$ cat src/rtl/core/rdma_pkg.sv
// Shared types, codes and defaults for the region-decoded memory access block.
// Used by the top level, rdma_ctrl and rdma_dpath under rtl/core; depends on nothing else.
`default_nettype none

package rdma_pkg;

  localparam int BYTE_W = 8;

  localparam longint unsigned MAIN_BYTES_DEF  = 64'd65536;
  localparam longint unsigned VIDEO_BYTES_DEF = 64'd65536;

  // Access opcodes
  localparam logic OP_READ  = 1'b0;
  localparam logic OP_WRITE = 1'b1;

  // Result status codes
  localparam logic [1:0] STAT_MAIN  = 2'd0;
  localparam logic [1:0] STAT_VIDEO = 2'd1;
  localparam logic [1:0] STAT_HW    = 2'd2;
  localparam logic [1:0] STAT_NONE  = 2'd3;

  // Configuration register indexes (register i sits at byte address 8*i)
  localparam int         CFG_IDX_W     = 3;
  localparam logic [2:0] REG_ENABLE    = 3'd0;
  localparam logic [2:0] REG_RAM_BASE  = 3'd1;
  localparam logic [2:0] REG_VRAM_BASE = 3'd2;
  localparam logic [2:0] REG_HW_BASE   = 3'd3;
  localparam logic [2:0] REG_HW_SIZE   = 3'd4;

  localparam int HW_SIZE_W = 33;

  localparam logic [63:0]          RAM_BASE_RST  = 64'h0;
  localparam logic [63:0]          VRAM_BASE_RST = 64'h1_0000;
  localparam logic [63:0]          HW_BASE_RST   = 64'h2_0000;
  localparam logic [HW_SIZE_W-1:0] HW_SIZE_RST   = 33'h1_0000;

  typedef struct packed {
    logic                 enable;
    logic [63:0]          ram_base;
    logic [63:0]          vram_base;
    logic [63:0]          hw_base;
    logic [HW_SIZE_W-1:0] hw_size;
  } cfg_t;

  // Controller to datapath
  typedef struct packed {
    logic clear;   // write zero at the sweep address, advance it
    logic load;    // capture the incoming word
    logic decode;  // resolve the window and the starting offset
    logic issue;   // access one byte
    logic finish;  // move the result into the output register
  } cmd_t;

  // Datapath to controller
  typedef struct packed {
    logic clear_done;
    logic more;
    logic out_free;
  } stat_t;

endpackage

`default_nettype wire

$ cat src/rtl/core/rdma_ctrl.sv
// Sequencer for the memory access block: clearing sweep, accept, decode, byte issue, result load.
// Depends on rdma_pkg for the command and status structs.
`default_nettype none

module rdma_ctrl (
  input  wire logic            clk,
  input  wire logic            rst,
  input  wire logic            in_valid,
  output logic                 in_ready,
  input  wire rdma_pkg::stat_t stat,
  output rdma_pkg::cmd_t       cmd
);
  import rdma_pkg::*;

  localparam logic [2:0] S_CLEAR  = 3'd0;
  localparam logic [2:0] S_IDLE   = 3'd1;
  localparam logic [2:0] S_DECODE = 3'd2;
  localparam logic [2:0] S_ISSUE  = 3'd3;
  localparam logic [2:0] S_DONE   = 3'd4;

  logic [2:0] state;
  logic [2:0] state_next;

  always_ff @(posedge clk) begin
    if (rst) begin
      state <= S_CLEAR;
    end else begin
      state <= state_next;
    end
  end

  always_comb begin
    state_next = state;
    cmd        = '0;
    in_ready   = 1'b0;
    unique case (state)
      S_CLEAR: begin
        cmd.clear = 1'b1;
        if (stat.clear_done) begin
          state_next = S_IDLE;
        end
      end
      S_IDLE: begin
        in_ready = 1'b1;
        if (in_valid) begin
          cmd.load   = 1'b1;
          state_next = S_DECODE;
        end
      end
      S_DECODE: begin
        cmd.decode = 1'b1;
        state_next = S_ISSUE;
      end
      S_ISSUE: begin
        cmd.issue = stat.more;
        // last read byte lands in the accumulator as we leave
        if (!stat.more) begin
          state_next = S_DONE;
        end
      end
      S_DONE: begin
        if (stat.out_free) begin
          cmd.finish = 1'b1;
          state_next = S_IDLE;
        end
      end
      default: begin
        state_next = S_IDLE;
      end
    endcase
  end

endmodule

`default_nettype wire

$ cat config.mk
export PLATFORM = sky130hd
export DESIGN_NAME = rdma_ctrl
export DESIGN_NICKNAME = d
export VERILOG_FILES = /design/src/rtl/core/rdma_pkg.sv /design/src/rtl/core/rdma_ctrl.sv
export SDC_FILE = /design/constraint.sdc
export NUM_CORES = 1
export LEC_CHECK = 0
export BUFFER_PORTS_ARGS = -buffer_cell sky130_fd_sc_hd__buf_2
export CAP_MARGIN = 20
export CORE_AREA = 2 2 39 41
export DETAILED_ROUTE_END_ITERATION = 7
export DIE_AREA = 0 0 41 43
export GPL_TIMING_DRIVEN = 0
export PLACE_DENSITY = 0.36
export SLEW_MARGIN = 30
export SYNTH_ARGS = -nofsm -noshare
export SYNTH_HDL_FRONTEND = slang
export SYNTH_SLANG_ARGS = --single-unit
$ cat constraint.sdc
create_clock -name clk -period 1.03 [get_ports clk]
set_input_delay 0.0515 -clock clk [delete_from_list [all_inputs] [get_ports clk]]
set_output_delay 0.0515 -clock clk [all_outputs]
set_load 0.02 [all_outputs]
==> impl_results.md, run 1 <==
* Area share of the largest cell type after synthesis at 28.1%
* Commonest cells in the netlist: dfxtp_1, nor2_1, buf_4
* Worst setup margin at -0.0774 ns
* Mux share of post-synthesis cell area at under 10%
* Top cells by area, synth: dfxtp_1, buf_4, nand2b_4, a211oi_2, nand4bb_1
* DRC Markers at 0
* Area of the multi-input gates at 166 um2
* Synth-to-layout area growth at 92.4%
* Final Hold Vio Count at 0
* PwrDens at around 1200 nW/um2
* Initial DRC Count at 0
* Flop pwr share at about 28%
* Row count at 14
* Initial antenna violation count at 0
* RSZ-0062 raised after global routing: yes
* Total track usage at about 8.3%
* WHS at roughly 0.11 ns
* Clock Pin Slew Worst Setup and Hold Paths at 0.04 ns
* Peak Freq at around 900 MHz
* Kind of critical path: flop to primary output
* Io pins at 12
* N_diodes at 0
* Fin nets at a little over 50
* Clock share of power at 40.7%
* Logic pwr share at about a third
* XOR/XNOR Fraction of Synth Area at 0%
* Largest net degree at the start of global routing at 9
* Min-delay worst type: primary input to flop
* Largest family of logic cells by synthesized area: simple AND/OR/NAND/NOR gates
* Failing checks: setup timing
* Critical Path RT at between 0.9 and 1 ns
* Clk sinks at 3
* Largest Register: state
* CTS root buf: clkbuf_4
* Area share of fa/ha/maj cells after synthesis at 0%
* Leading area contributor after synthesis: dfxtp_1
* Final critical path time including I/O delays and setup at between 1 and 1.5 ns
* Max VDD drop at between 0.5 and 0.6 mV
* Clock Latency Late Sink at ~0.23 ns
* Synth unique cells at 19
* Mean post-synth cell area at 8.91 um2
* Core area at about 1400 um2
* Drt wl/cell at between 9 and 10 um
* CTS tree: built
* Via/cell ratio at slightly above 4
* Vias at 244
* Post-Place Cells at slightly above 50
* Psw at around 150 uW
* Worst slack at placement at between 0.02 and 0.025 ns
* First-pass GRT wire length at ~950 um
* Leak at approximately 0.00017 uW
* Antenna Nets Post-Route at 0
* Setup Skew at around 0.0010 ns
* Starting Density at about 15%
* Cell count after synthesis at 24
* Num CTS Buffers at 3
* Biggest regs: state (3)
* Vias in the first global route at about 270
* Die Width at around 41 um
* Final Max Tran Viols at 0
* Filler cell count at between 150 and 200
* Worst-margin pin slew at ~0.22 ns
* Max FFs per register at 3
* IO Port Bufs at 11
* Mapped Area at approximately 210 um2
* Internal power at between 300 and 400 uW
* Worst-path fanout max at 5
* Post-synth EDFFs at 0
* Count of TritonRoute iterations in the first routing pass at 1
* Ys flop type: dfxtp_1
* Finished Layout Cells at 60
* Register area at 66.3 um2
* Final cycle utilization of the critical path at 108%
* H-tree Lvls at 1
* Bufs on Longest Clock Path at 2
* Sw frac at between 30% and 40%
* Critical path arrival at about 1.1 ns
* Gpl congestion at 0.765
* Die area at 1760 um2
* Slew headroom at around 85%
* Startpoint types: flop
* Die Height at approximately 43 um
* Drt total wl at 582 um
* Register area share after synthesis at 28.1%
* Async S/R FF share, synth at 0%
* Simple-gate area share of the yosys netlist at ~44%
* Flops & latches, synth at 3
* Setup crit end kind: primary output
* GRT overflow at 0
* Syn_nets at 30
* Status: finished, violations left
* Compound-Gate Fraction of Synth Area at 15.8%
* Synth warn at 0
* Final Setup Violations at 6
* Maxcap violations at 0
* Fraction of layout cells with a size suffix above 1 at between 70% and 80%
[worst max-delay path, stage by stage (launching register included)]
cell      delay (ns)
dfxtp_2         0.33
nand2b_4        0.15
nor2_4          0.10
and2_4          0.13
buf_6           0.10
[final timing paths]
check / start / cells past startpoint / slack [ns] / to
setup / recovery: state[2] / 4 / -0.08 / cmd[3]
setup reg to reg: state[1] / 5 / 0.03 / state[0]
hold reg to reg: state[0] / 2 / 0.58 / state[2]
hold / removal: stat[0] / 3 / 0.11 / state[2]
[power groups by stage]
stage	clock network, uW	logic, uW	registers [uW]
final	208	162	141
after global placement	0	114	139
after CTS	219	147	141
after floorplan	0	78.8	136
after global routing	231	174	143
after detailed placement	0	114	139
[layer usage]
| metal | GRT usage [%] | vias to the layer above | share of wire, % |
|---|---|---|---|
| met5 | 0 | - | 0 |
| met4 | 6.00 | 0 | 0 |
| met3 | 4.71 | 0 | 4.8 |
| met2 | 11.3 | 6 | 54 |
| met1 | 9.32 | 111 | 41 |
| li1 | - | 127 | - |
[cell usage in the layout, fill, tap and decap left out]
cell type and instances:
dlygate4sd3_1 1, and3_4 1, buf_4 5, and4b_1 1, nor2_1 1, mux2i_1 1, nor2_4 2, nand2_1 1
nor4_1 1, a21oi_2 1, nor3_1 1, nand4bb_1 1, clkbuf_1 1, nand3b_1 1, a21oi_1 1, dfxtp_2 2
and2_4 1, nor3b_1 1, a211oi_2 2, nor2_2 1, clkbuf_4 3, nand2b_4 1, buf_2 8, dfxtp_4 1
buf_6 4
[layout make-up]
cell class	instances	share of cell area (%)
multi-input cells	19	40.4
plain buffers	1	2.74
flip-flops and latches	3	16.1
repair buffers	17	29.5
clock buffers	4	6.38
well taps	16	4.86
[what timing repair did]
action                                  4_1_cts  5_1_grt
endpoints found under the hold margin         2        0
resized for setup                            13        5
pin swaps                                     1        4
buffers inserted                              4        1
endpoints found under the setup margin        6        7
hold buffers                                  1        0
[cell families after synthesis]
| group | count (synthesis) |
|---|---|
| flops | 3 |
| buf+inv | 2 |
| mux | 1 |
| compound gates | 4 |
| simple gates | 14 |
[metrics by stage]
stage	util, %	power, uW	setup TNS (ns)	instance area [um2]
3_5_place_dp	21.3	253	0	295
5_1_grt	29.7	549	-0.650	412
4_1_cts	28.8	507	-0.532	398
3_3_place_gp	21.3	252	0	295
2_1_floorplan	-	215	-0.0107	220
6_report	29.7	512	-0.279	412
(Power assumes the default switching activity.)
==> run 2: changes to the inputs <==
--- a/config.mk
+++ b/config.mk
@@ -12,6 +12,7 @@
 export DIE_AREA = 0 0 41 43
 export GPL_TIMING_DRIVEN = 0
 export PLACE_DENSITY = 0.36
+export SETUP_SLACK_MARGIN = 0.1
 export SLEW_MARGIN = 30
 export SYNTH_ARGS = -nofsm -noshare
 export SYNTH_HDL_FRONTEND = slang
==> run 2 against run 1 <==
The flow still finishes with violations (setup timing). Worst setup slack worse by 0.022 ns. Utilization is 2.5 points higher. Final cell count is 1.7% higher. Non-clock buffer count grew 1. Sequential power about the same. Sequential share of layout area fell by 0.70 points. Flip-flop and latch count unchanged. Highest routed layer is now met4.
==> impl_results.md, run 2 (same netlist as run 1, synthesis figures left out) <==
* Status: finished, violations left
* Failing checks: setup timing
* Fin nets at 52
* Post-DP HPWL at approximately 380 um
* Vias at 254
* Die Width at ~40 um
* Startpoint types: flop
* Final Max Tran Viols at 0
* Num CTS Buffers at 3
* Clk sinks at 3
* Starting Density at approximately 15%
* Post-Place Cells at between 50 and 60
* Critical path's slowest cell: dfxtp_4
* Leak at around 0.00018 uW
* Total track usage at around 8.9%
* Io pins at 12
* Final Setup Violations at 7
* Max FFs per register at 3
* Clock share of power at between 40% and 50%
* IO Port Bufs at 11
* Die Height at around 43 um
* Worst path cell trace: nand2b_4 > nor2_4 > and2_4 > buf_6
* Drt total wl at around 650 um
* PwrDens at 1180 nW/um2
* Flop pwr share at 26.5%
* Register area at ~69 um2
* Critical path arrival at between 1 and 1.5 ns
* CTS root buf: clkbuf_4
* Vias in the first global route at around 260
* Min-delay worst type: primary input to flop
* Largest net degree at the start of global routing at 9
* Filler cell count at ~160
* Peak Freq at approximately 890 MHz
* Finished Layout Cells at between 60 and 70
* Core area at around 1400 um2
* Gpl congestion at 0.718
* Setup_tns at -0.311 ns
* Critical Path RT at ~0.98 ns
* Final critical path time including I/O delays and setup at between 1 and 1.5 ns
* Sw frac at about a third
* Final cycle utilization of the critical path at 110%
* RSZ-0062 raised after global routing: yes
* Largest Register: state
* CTS tree: built
* Worst setup margin at -0.0997 ns
* Tot Pwr at between 500 and 600 uW
* Via/cell ratio at about 4.2
* Bufs on Longest Clock Path at 2
* Most frequent cells in the layout: buf_6, buf_2, buf_4, nor2_4, clkbuf_4
* Max VDD drop at approximately 0.37 mV
* Worst Path Buf+Inv at 1
* First-pass GRT wire length at between 900 and 1000 um
* Slew headroom at 86.5%
* Antenna Nets Post-Route at 0
* Initial DRC Count at 1
* Count of TritonRoute iterations in the first routing pass at 3
* Biggest regs: state (3)
* Fraction of layout cells with a size suffix above 1 at roughly three quarters
* Area of the multi-input gates at 178 um2
* Setup Skew at 0.00548 ns
* Die area at 1760 um2
* Clock Pin Slew Worst Setup and Hold Paths at ~0.030 ns
* GRT overflow at 0
* Row count at 14
* Worst-margin pin slew at ~0.2 ns
* N_diodes at 0
* DRC Markers at 0
* Psw at ~170 uW
* Initial antenna violation count at 0
* Drt wl/cell at around 11 um
* Logic pwr share at between 30% and 40%
* Worst-path fanout max at 4
* Maxcap violations at 0
* H-tree Lvls at 1
* Synth-to-layout area growth at 109%
* Final Hold Vio Count at 0
* Setup crit end kind: primary output
* Internal power at 361 uW
* Kind of critical path: flop to primary output
* Clock Latency Late Sink at 0.24 ns
* Biggest cell delay along the critical path at 0.35 ns
* Critical path's top delay family: simple AND/OR/NAND/NOR gates
-- run 2: cell count changes in the layout (fill, tap and decap cells not counted), sizes merged --
cell  delta
buf      +1
-- run 2: timing repair --
item / in CTS / in global routing
hold endpoints to repair: 1 / 0
gates resized for setup: 16 / 8
hold buffers: 1 / 0
setup endpoints to repair: 7 / 9
pin swaps: 4 / 6
buffers inserted: 5 / 1
-- run 2: worst register-to-register path: cells and delay by family, from the launching register on --
kind                   cells  cell delay [ns]
AO/OA/AOI/OAI              2             0.20
buffers and inverters      3             0.36
flip-flops                 1             0.31
AND/OR/NAND/NOR            1             0.08
-- run 2: path summary, 6_finish.rpt --
path | startpoint | slack (ns) | endpoint | depth (start not counted)
worst max-delay path | state[2] | -0.1 | cmd[3] | 4
worst min-delay path | stat[0] | 0.11 | state[2] | 3
worst max register to register | state[1] | 0 | state[0] | 6
worst min register to register | state[0] | 0.59 | state[2] | 2
-- run 2: final cells by class --
type / count / share of cell area (%)
Multi-Input combinational cell: 19 / 39.8
Clock buffer: 4 / 5.88
Sequential cell: 3 / 15.4
Tap cell: 16 / 4.48
Timing Repair Buffer: 18 / 31.9
Buffer: 1 / 2.52
-- run 2: power groups by stage --
stage / Combinational (uW) / Sequential, uW / Clock [uW]
final: 173 / 140 / 216
after global routing: 185 / 142 / 231
after CTS: 156 / 141 / 221
after detailed placement: 116 / 139 / 0
after global placement: 115 / 139 / 0
after floorplan: 79.7 / 137 / 0
-- run 2: per-layer routing --
layer  track usage (%)  wire [um]
met1              10.2        267
met2              12.2        323
met3              1.57         33
met4              10.0         22
met5                 0          0
-- run 2: metrics by stage --
step           worst slack (ns)  util (%)  cell area [um2]  hold slack (ns)
6_report                -0.0997      32.3              447            0.110
3_3_place_gp            0.00447      21.7              300            0.257
2_1_floorplan            0.0298         -              225            0.121
4_1_cts                  -0.147      30.5              422            0.113
5_1_grt                  -0.138      32.3              447            0.137
3_5_place_dp           -0.00349      21.7              300            0.257
==> run 3: changes to the inputs <==
--- a/config.mk
+++ b/config.mk
@@ -12,7 +12,7 @@
 export DIE_AREA = 0 0 41 43
 export GPL_TIMING_DRIVEN = 0
 export PLACE_DENSITY = 0.36
-export SETUP_SLACK_MARGIN = 0.1
+export SETUP_SLACK_MARGIN = 0.4
 export SLEW_MARGIN = 30
 export SYNTH_ARGS = -nofsm -noshare
 export SYNTH_HDL_FRONTEND = slang
==> run 3 against run 2 <==
The flow still finishes with violations (setup timing). Critical path depth increased by 1. Non-clock buffer count decreased by 2. Clock skew about the same. Cell area decreased by 7.0%. Critical path type unchanged. Critical endpoint unchanged. Largest power group unchanged.
==> impl_results.md, run 3 (same netlist as run 1, synthesis figures left out) <==
* Status: finished, violations left
* Failing checks: setup timing
* Peak Freq at between 800 and 900 MHz
* Reg-to-Reg End: state[0]
* Bufs on Longest Clock Path at 2
* Leak at between 0.00015 and 0.0002 uW
* Hold_sp: rst
* Antenna Nets Post-Route at 0
* Clock Latency Late Sink at around 0.23 ns
* DRC Markers at 0
* Critical Path RT at 0.98 ns
* N_diodes at 0
* R2R setup slack at 0 ns
* Synth-to-layout area growth at 94.2%
* Setup crit end kind: primary output
* Startpoint types: flop
* Drt total wl at 562 um
* Vias at 237
* Worst Reg-to-Reg Cells at 5
* Gpl congestion at around 0.7
* Clk sinks at 3
* Io pins at 12
* Filler cell count at roughly 150
* Hold path depth at 2
* Vias in the first global route at about 250
* Worst-path fanout max at 8
* Max VDD drop at between 0.2 and 0.3 mV
* Biggest regs: state (3)
* Worst-margin pin slew at roughly 0.22 ns
* Hold-critical path endpoint: state[0]
* Kind of critical path: flop to primary output
* Final cycle utilization of the critical path at 113%
* IO Port Bufs at 11
* Num CTS Buffers at 3
* Die area at 1760 um2
* Largest net degree at the start of global routing at 9
* Area of the multi-input gates at ~170 um2
* Critical path arrival at 1.11 ns
* Die Height at between 40 and 50 um
* Count of TritonRoute iterations in the first routing pass at 2
* Min-delay worst type: primary input to flop
* Final Max Tran Viols at 0
* Row count at 14
* First-pass GRT wire length at 897 um
* Final critical path time including I/O delays and setup at approximately 1.2 ns
* Maxcap violations at 0
* Drt wl/cell at ~9.5 um
* Fraction of layout cells with a size suffix above 1 at 76.7%
* Post-DP HPWL at just under 400 um
* WHS at roughly 0.004 ns
* PwrDens at between 1000 and 1500 nW/um2
* RSZ-0062 raised after global routing: yes
* Max FFs per register at 3
* Initial antenna violation count at 0
* Via/cell ratio at 4.02
* Die Width at ~41 um
* Initial DRC Count at 3
* Setup Skew at 0.00592 ns
* Clock Pin Slew Worst Setup and Hold Paths at 0.04 ns
* Slew headroom at about 85%
* Starting Density at ~15%
* Core area at around 1400 um2
* Setup_tns at -0.540 ns
* Worst setup margin at -0.131 ns
* Fin nets at 50
* Register area at 65.1 um2
* GRT overflow at 0
* Final Hold Vio Count at 0
* Final Setup Violations at 6
* H-tree Lvls at 1
* Total track usage at under 10%
* CTS tree: built
* CTS root buf: clkbuf_4
* Largest Register: state
* Most frequent cells in the layout: buf_2, buf_4, buf_6, clkbuf_4, nor2_4
* R2R Path Start: state[2]
## run 3: cell count changes in the layout (fill, tap and decap cells not counted), sizes merged
cell         previous run  this run
dlygate4sd3             1         0
buf                    18        17
## run 3: layout make-up
cell class              instances  share of cell area [%]
plain buffers                   2                    6.33
well taps                      16                    4.82
repair buffers                 15                    26.2
flip-flops and latches          3                    15.7
multi-input cells              19                    40.7
clock buffers                   4                    6.33
## run 3: how the worst max path moves through the flow
stage,startpoint,end,slack [ns],depth (start not counted)
after floorplan,state[2],cmd[3],0.05,4
after global placement,state[2],cmd[3],0.04,5
after detailed placement,state[1],cmd[0],0.03,4
after CTS,state[2],cmd[3],-0.14,5
after global routing,state[2],cmd[3],-0.18,5
final,state[2],cmd[3],-0.13,5
## run 3: metal layers
metal	global-route usage (%)	share of wire, %	up-vias
met5	0	0	-
met4	10.0	1.2	0
met3	1.57	6.6	2
met2	11.9	51	8
met1	7.69	41	102
li1	-	-	125
## run 3: through the flow
stage / setup slack [ns] / util, % / power [uW] / cells / area [um2]
final: -0.131 / 30.0 / 504 / 59 / 415
after global routing: -0.185 / 30.0 / 536 / 59 / 415
after CTS: -0.144 / 29.5 / 512 / 58 / 408
after detailed placement: 0.0342 / 23.4 / 267 / 51 / 324
after global placement: 0.0397 / 23.4 / 266 / 51 / 324
after floorplan: 0.0503 / - / 228 / 24 / 249
## run 3: critical path, cell delays in order (launching register included)
cell and delay (ns):
dfxtp_1 0.30, buf_6 0.12, nand2b_4 0.15, nor2_4 0.08
and2_4 0.13, buf_6 0.10
## run 3: power breakdown
group          total, uW  internal [uW]  switching (uW)
clock                208            145            62.8
sequential           143            126            16.7
combinational        153           79.1            73.5
## run 3: what timing repair did
item | 4_1_cts | 5_1_grt
pin swaps | 3 | 1
endpoints found under the hold margin | 1 | 0
setup endpoints to repair | 9 | 9
setup buffers | 3 | 1
gates resized for setup | 11 | 0
